<file path="config.mk">
export PLATFORM = sky130hd
export DESIGN_NAME = sfs_step_unit
export DESIGN_NICKNAME = d
export VERILOG_FILES = /design/src/rtl/sfs_pkg.sv /design/src/rtl/sfs_step_unit.sv
export SDC_FILE = /design/constraint.sdc
export NUM_CORES = 1
export LEC_CHECK = 0
export ABC_AREA = 1
export CAP_MARGIN = 20
export CORE_MARGIN = 10
export CORE_UTILIZATION = 60
export DETAILED_ROUTE_END_ITERATION = 8
export DONT_BUFFER_PORTS = 1
export PLACE_DENSITY = 0.85
export SLEW_MARGIN = 20
export SYNTH_ARGS = -nofsm -noshare
export SYNTH_HDL_FRONTEND = slang
export SYNTH_SLANG_ARGS = --single-unit
</file>
<file path="constraint.sdc">
create_clock -name vclk -period 15
set_input_delay 0.75 -clock vclk [all_inputs]
set_output_delay 0.75 -clock vclk [all_outputs]
set_load 0.05 [all_outputs]
</file>
<file path="src/rtl/sfs_pkg.sv">
// sfs_pkg: shared constants, command codes, sequencer states and types for the
// sprite frame sequencer. No dependencies.
`default_nettype none
package sfs_pkg;

  localparam int NUM_SLOTS  = 8;
  localparam int MAX_FRAMES = 16;
  localparam int MAX_STEPS  = 64;

  localparam int SLOT_W  = $clog2(NUM_SLOTS);
  localparam int POS_W   = $clog2(MAX_FRAMES);
  localparam int ADDR_W  = SLOT_W + POS_W;
  localparam int DEPTH   = NUM_SLOTS * MAX_FRAMES;
  localparam int COUNT_W = $clog2(MAX_FRAMES + 1);
  localparam int STEP_W  = $clog2(MAX_STEPS + 1);

  localparam logic [15:0] SPEED_GAIN_RESET = 16'd256;

  typedef enum logic [2:0] {
    CMD_TICK        = 3'd0,
    CMD_PLAY        = 3'd1,
    CMD_STOP        = 3'd2,
    CMD_PAUSE       = 3'd3,
    CMD_RESUME      = 3'd4,
    CMD_WRITE_FRAME = 3'd5,
    CMD_WRITE_ANIM  = 3'd6
  } cmd_t;

  typedef enum logic [2:0] {
    ST_IDLE,
    ST_DECODE,
    ST_MUL1,
    ST_MUL2,
    ST_ACC,
    ST_CHECK,
    ST_RESULT
  } state_t;

  typedef enum logic [1:0] {
    OP_MUL,
    OP_SATADD,
    OP_CMPSUB
  } alu_op_t;

  typedef struct packed {
    logic              en;
    logic [ADDR_W-1:0] addr;
    logic [15:0]       dur;
    logic [63:0]       rect;
  } frame_wr_t;

  typedef struct packed {
    logic [15:0] dur;
    logic [63:0] rect;
  } frame_rd_t;

endpackage
`default_nettype wire

</file>
<file path="src/rtl/sfs_step_unit.sv">
// sfs_step_unit: shared arithmetic unit of the sequencer: 32x16 multiply,
// 32-bit saturating accumulate, 16-bit compare and subtract. Depends on sfs_pkg.
`default_nettype none
module sfs_step_unit (
  input  wire sfs_pkg::alu_op_t op,
  input  wire logic [47:0]      opa,
  input  wire logic [31:0]      opb,
  output logic      [47:0]      y,
  output logic                  ge
);

  logic [47:0] prod;
  logic [48:0] sum;
  logic [15:0] diff;

  always_comb begin
    prod = 48'(opa[31:0]) * 48'(opb[15:0]);
    sum  = 49'(opa) + 49'(opb);
    diff = opa[15:0] - opb[15:0];
    ge   = opa[15:0] >= opb[15:0];
    case (op)
      sfs_pkg::OP_MUL:    y = prod;
      sfs_pkg::OP_SATADD: y = (sum[48:32] != 17'd0) ? 48'h0000_FFFF_FFFF
                                                    : {16'd0, sum[31:0]};
      sfs_pkg::OP_CMPSUB: y = {32'd0, diff};
      default:            y = 48'd0;
    endcase
  end

endmodule
`default_nettype wire
</file>
==> results of run 1 <==
## final timing paths
path | start | endpoint | slack [ps] | cells after the start
setup / recovery | opa[6] | y[40] | 7410 | 22
hold / removal | op[0] | y[35] | 2040 | 4
## kinds of logic after synthesis
group	share of synthesized area [%]
adders and majority gates	49.0
xor gates and xnor gates	1.63
buffers and inverters	18.2
and+or+nand+nor	23.8
AOI/OAI and AO/OA	7.38
## cell type report
class	count	area share [%]
diodes	1	0.0116
multi-input cells	2187	81.4
well taps	461	2.67
repair buffers	3	0.104
inverters	908	15.8
## per-layer routing
layer / wire length, um / part of all wire [%]
met1: 25700 / 39
met2: 30800 / 46
met3: 6680 / 10
met4: 3060 / 4.6
met5: 9 / 0.014
## cells in the mapped netlist, drive strengths merged
cell,count,share of area [%]
o21ai,92,2.1
and2,1,0.029
o21a,7,0.24
buf,16,0.45
a21o,9,0.31
clkbuf,107,1.9
and3,2,0.058
nand3b,4,0.14
o21bai,9,0.31
a21boi,7,0.24
nand2,915,16
a31oi,20,0.58
inv,908,16
nand4,14,0.41
o211ai,1,0.035
xnor2,12,0.49
xor2,28,1.1
fa,420,39
nand3,125,3.0
a21oi,140,3.3
nor2,173,3.2
nor3,22,0.63
nor4,5,0.15
o31a,1,0.041
ha,168,9.8
o221ai,1,0.041
o31ai,1,0.035
or2,7,0.20
a211oi,1,0.035
o2111ai,2,0.082
## per-stage QoR
step	instance area [um^2]	hold slack, ps	instances
after floorplan	21500	1950	3218
after global placement	21600	2030	3559
after detailed placement	21600	2030	3559
after CTS	21600	2030	3559
after global routing	21600	2050	3559
final	21600	2040	3560
## worst max-delay path: cells and delay by family
kind | cells | cell delay [ps]
buffers and inverters | 5 | 310
adders and majority gates | 8 | 3590
and+or+nand+nor | 5 | 760
AOI/OAI and AO/OA | 4 | 1410
==> implementation parameters, run 1 <==
Parameter                              Value

Global routing
  Largest net degree at the start of global routing    34
  Number of antenna violations at the first check in global routing    1
  Wire length of the first global-routing pass    ~110000 um
  Global routing's busiest layer    met2
  Total track usage    30.2%
  Total congestion overflow after global routing    0
  Number of global-route vias before repair    19900
  Met1 routing resource usage after global routing    39.0%
  GR met3 Demand/Resource    between 4 and 5%
  Global routing met2 resource utilization    roughly 50%

Yosys
  Number of nets produced by synthesis    3888
  Unique masters post-synth    39
  Avg Cell Area, Syn    approximately 6.7 um^2
  Netlist Area Pre-Place    0.0215 mm^2
  Warnings, synthesis    0
  Register area share after synthesis    0%
  Syn Inst Count    3218

STA
  Post-route setup TNS    0 ps
  Post-route worst setup slack    about 7400 ps
  Final hold violations    0
  Maximum operating frequency    0.132 GHz
  Headroom to the max-slew limit    19.9%
  Final period demand of the worst path    7590 ps
  Slew at the pin closest to its max-slew limit    1210 ps
  Final Cycle Share    50.6%
  Total of endpoints with negative setup slack in the final report    0
  Unrepaired setup endpoints after global routing    false
  Count of final max-slew check failures    0

Cells and area
  Core occupancy in the finished layout    60.9%
  Number of fill cells    3289
  Area occupied by registers    0 um^2
  Layout clock buffers    0
  Most common cell after layout, fill and taps aside    sky130_fd_sc_hd__nand2_1
  Multi-input logic area    approximately 0.018 mm^2
  Layout cells sized above 1    1.07%
  Net count, final    3770
  Area grow syn2layout    0.519%
  Layout sequential cell count    0
  Leading cell types in the layout, fill and taps excluded    914 x sky130_fd_sc_hd__nand2_1, 903 x sky130_fd_sc_hd__inv_1, 420 x sky130_fd_sc_hd__fa_1, 168 x sky130_fd_sc_hd__ha_1, 164 x sky130_fd_sc_hd__nor2_1

Detailed routing
  Via count normalized by instance count    5.52
  Mean routed wirelength per cell    18.6 um
  Total via count in the routed design    a little under 20000
  DRT Pass-1 Iters    5
  Wire length reported by the detailed router    roughly 66000 um
  Remaining antenna violation count    0
  Iteration-0 DRC Markers    1884
  DRC Markers    0

Outcome
  Outcome    finished, final reports clean

Worst setup path
  Max Fanout on Critical Path    17
  Worst path slowest cell    sky130_fd_sc_hd__a21oi_1
  Critical path data arrival time    approximately 6800 ps
  Worst path cell trace    ha_1 -> fa_1 -> inv_1 -> fa_1 -> fa_1 -> inv_1 -> fa_1 -> fa_1 -> inv_1 -> fa_1 -> inv_1 -> ha_1 -> nand2_1 -> nor2_1 -> inv_1 -> nor3_1 -> nand3_1 -> nand3_1 -> a21oi_1 -> o21ai_0 -> o21ai_0 -> a21oi_1
  Critical path class    in2out
  Most frequent CP cell    sky130_fd_sc_hd__fa_1
  Crit path required time    14250 ps
  Crit path launch type    input port
  Critical Path Max Stage Delay    930 ps
  Kind of capture point of the worst setup path    output pin

Floorplan
  Width of the chip    209 um
  Placement Rows    69
  Core region area    0.0354 mm^2
  Height of the die    around 210 um
  Initial standard-cell utilization of the core    60.6%
  Io pins    131
  Die footprint    around 0.044 mm^2

Place
  Worst slack at placement    between 7000 and 8000 ps
  GPL Wtd Cong    ~1.0
  Port Buffers    0
  Placed wire-length estimate    around 54000 um

Flow run
  Max-capacitance violation count    0

Hold path
  Hold/Removal Path Class    in2out

CTS
  Number of buffers inserted by hold repair at cts    0
  CTS-repair resized insts    0
  Post-CTS Setup Repair Bufs    0
Power of run 1 is not shown: default switching activity piles up to over one toggle a cycle in this logic, so the estimate is an artifact.
==> run 2: changes to the inputs <==
PLACE_DENSITY = 0.88   (was 0.85)
clock period = 6.9 ns   (was 15 ns; I/O delays follow)
==> run 2 against run 1 <==
Against the previous run: core utilization increased by 0.34 points; clock-buffer cell count is the same; routed wire length is 1.9% higher; largest cell class unchanged; via count up 2.3%; critical path depth increased by 1.
==> implementation parameters, run 2 (synthesis gave the netlist of run 1 again) <==
Parameter                              Value

Detailed routing
  DRT Pass-1 Iters    8 (+3)
  Total via count in the routed design    20100 (+2.3%)
  Remaining antenna violation count    0 (unchanged)
  Highest metal layer with signal wires    met5
  Detailed-routing wirelength on met1    25100 um (-2.6%)
  Mean routed wirelength per cell    18.9 um (+1.4%)
  Wire length reported by the detailed router    67500 um (+1.9%)
  DRC Markers    0 (unchanged)
  Routed wire length on met3    7500 um (+12%)
  Via count normalized by instance count    5.62 (+1.8%)
  Met2 routed WL    31200 um (+1.6%)
  Iteration-0 DRC Markers    2241 (+19%)

Worst setup path
  Crit path launch type    input port
  Critical Path Max Stage Delay    570 ps (-360 ps)
  Max Fanout on Critical Path    33 (+16)
  Number of buffer and inverter instances along the worst setup path    6 (+1)
  Kind of capture point of the worst setup path    output pin
  Startpoint of the most critical setup path    opb[10]
  Most frequent CP cell    sky130_fd_sc_hd__fa_1
  Critical path data arrival time    6210 ps (-630 ps)
  Worst path cell trace    ha_1 -> inv_1 -> fa_1 -> inv_1 -> fa_1 -> fa_1 -> fa_1 -> fa_1 -> inv_1 -> fa_1 -> inv_1 -> ha_1 -> nand2_1 -> nor2_1 -> inv_1 -> nor2_1 -> nand3_1 -> o21ai_0 -> a21oi_1 -> o21ai_0 -> nor2_1 -> nor2_1 -> buf_4
  Worst path slowest cell    sky130_fd_sc_hd__fa_1
  Top delay family on crit path    adder cells
  Crit path required time    6550 ps (-7700 ps)
  Critical path class    in2out

Place
  Placed wire-length estimate    54200 um (+1.2%)
  Port Buffers    0 (unchanged)
  GPL Wtd Cong    1.07 (+2.8%)
  Worst slack at placement    463 ps (-7040 ps)

STA
  Final Cycle Share    95.0%
  Post-route worst setup slack    347 ps (-7060 ps)
  Final period demand of the worst path    6550 ps
  Unrepaired setup endpoints after global routing    false
  Slew at the pin closest to its max-slew limit    1160 ps (-45.8 ps)
  Final hold violations    0 (unchanged)
  Count of final max-slew check failures    0 (unchanged)
  Worst hold slack across all endpoints    1270 ps (-776 ps)
  Total of endpoints with negative setup slack in the final report    0 (unchanged)
  Maximum operating frequency    0.153 GHz
  Headroom to the max-slew limit    22.5% (+2.6 points)
  Post-route setup TNS    0 ps (unchanged)

Global routing
  Total congestion overflow after global routing    0 (unchanged)
  Number of global-route vias before repair    20400 (+2.4%)
  Number of antenna violations at the first check in global routing    1 (unchanged)
  Total track usage    30.5% (+0.26 points)
  Wire length of the first global-routing pass    107000 um (+1.0%)
  Largest net degree at the start of global routing    34 (unchanged)

Floorplan
  Io pins    131 (unchanged)
  Placement Rows    69 (unchanged)
  Die footprint    0.0437 mm^2 (unchanged)
  Width of the chip    209 um (unchanged)
  Core region area    0.0354 mm^2 (unchanged)
  Initial standard-cell utilization of the core    60.6% (unchanged)
  Height of the die    209 um (unchanged)

Cells and area
  Leading cell types in the layout, fill and taps excluded    914 x sky130_fd_sc_hd__nand2_1, 903 x sky130_fd_sc_hd__inv_1, 420 x sky130_fd_sc_hd__fa_1, 168 x sky130_fd_sc_hd__ha_1, 164 x sky130_fd_sc_hd__nor2_1
  Net count, final    3787 (+0.45%)
  Layout clock buffers    0 (unchanged)
  Most common cell after layout, fill and taps aside    sky130_fd_sc_hd__nand2_1
  Layout cells sized above 1    1.57% (+0.51 points)
  Multi-input logic area    0.0176 mm^2 (about the same)
  Number of fill cells    3206 (-2.5%)
  Diodes inserted    0 (-1)
  Area occupied by registers    0 um^2 (unchanged)
  Area grow syn2layout    1.08%
  Core occupancy in the finished layout    61.3% (+0.34 points)
  Layout sequential cell count    0 (unchanged)

CTS
  CTS-repair resized insts    0 (unchanged)
  Number of buffers inserted by hold repair at cts    0 (unchanged)
  Post-CTS Setup Repair Bufs    0 (unchanged)

Hold path
  Worst Hold Path Cells    5 (+1)
  Hold/Removal Path Class    in2out
  Hold path startpoint    op[0]
  End of the worst hold path    y[46]

Outcome
  Outcome    finished, final reports clean

Flow run
  Max-capacitance violation count    0 (unchanged)
-- run 2: cell count changes in the layout (fill, tap and decap cells not counted), sizes merged --
cell and change:
buf +17, diode -1
-- run 2: per-layer routing --
metal	vias up	global-route usage [%]
met5	-	0
met4	2	13.7
met3	253	4.92
met2	1223	50.1
met1	9505	38.8
li1	9125	-
-- run 2: per-stage QoR --
step	cells	cell area (um^2)
floorplan	3218	21500
global placement	3576	21700
detailed placement	3576	21700
CTS	3576	21700
global route	3576	21700
finish	3576	21700
-- run 2: area by class of cell --
cell class	count	share of cell area, %
inverters	908	15.7
multi-input cells	2187	80.9
well taps	461	2.66
repair buffers	20	0.692
-- run 2: worst max path at each step --
stage	to	slack, ps	cells past startpoint
finish	y[44]	350	23
global route	y[43]	140	29
CTS	y[21]	460	21
detailed placement	y[21]	460	21
global placement	y[21]	500	21
floorplan	y[28]	290	20
-- run 2: worst min-delay path, cell delays in order --
cell,delay [ps]
sky130_fd_sc_hd__nor2_1,20
sky130_fd_sc_hd__buf_4,210
sky130_fd_sc_hd__nand2_1,100
sky130_fd_sc_hd__nor2_1,40
sky130_fd_sc_hd__buf_4,180
Power of run 2 is left out for the same reason.
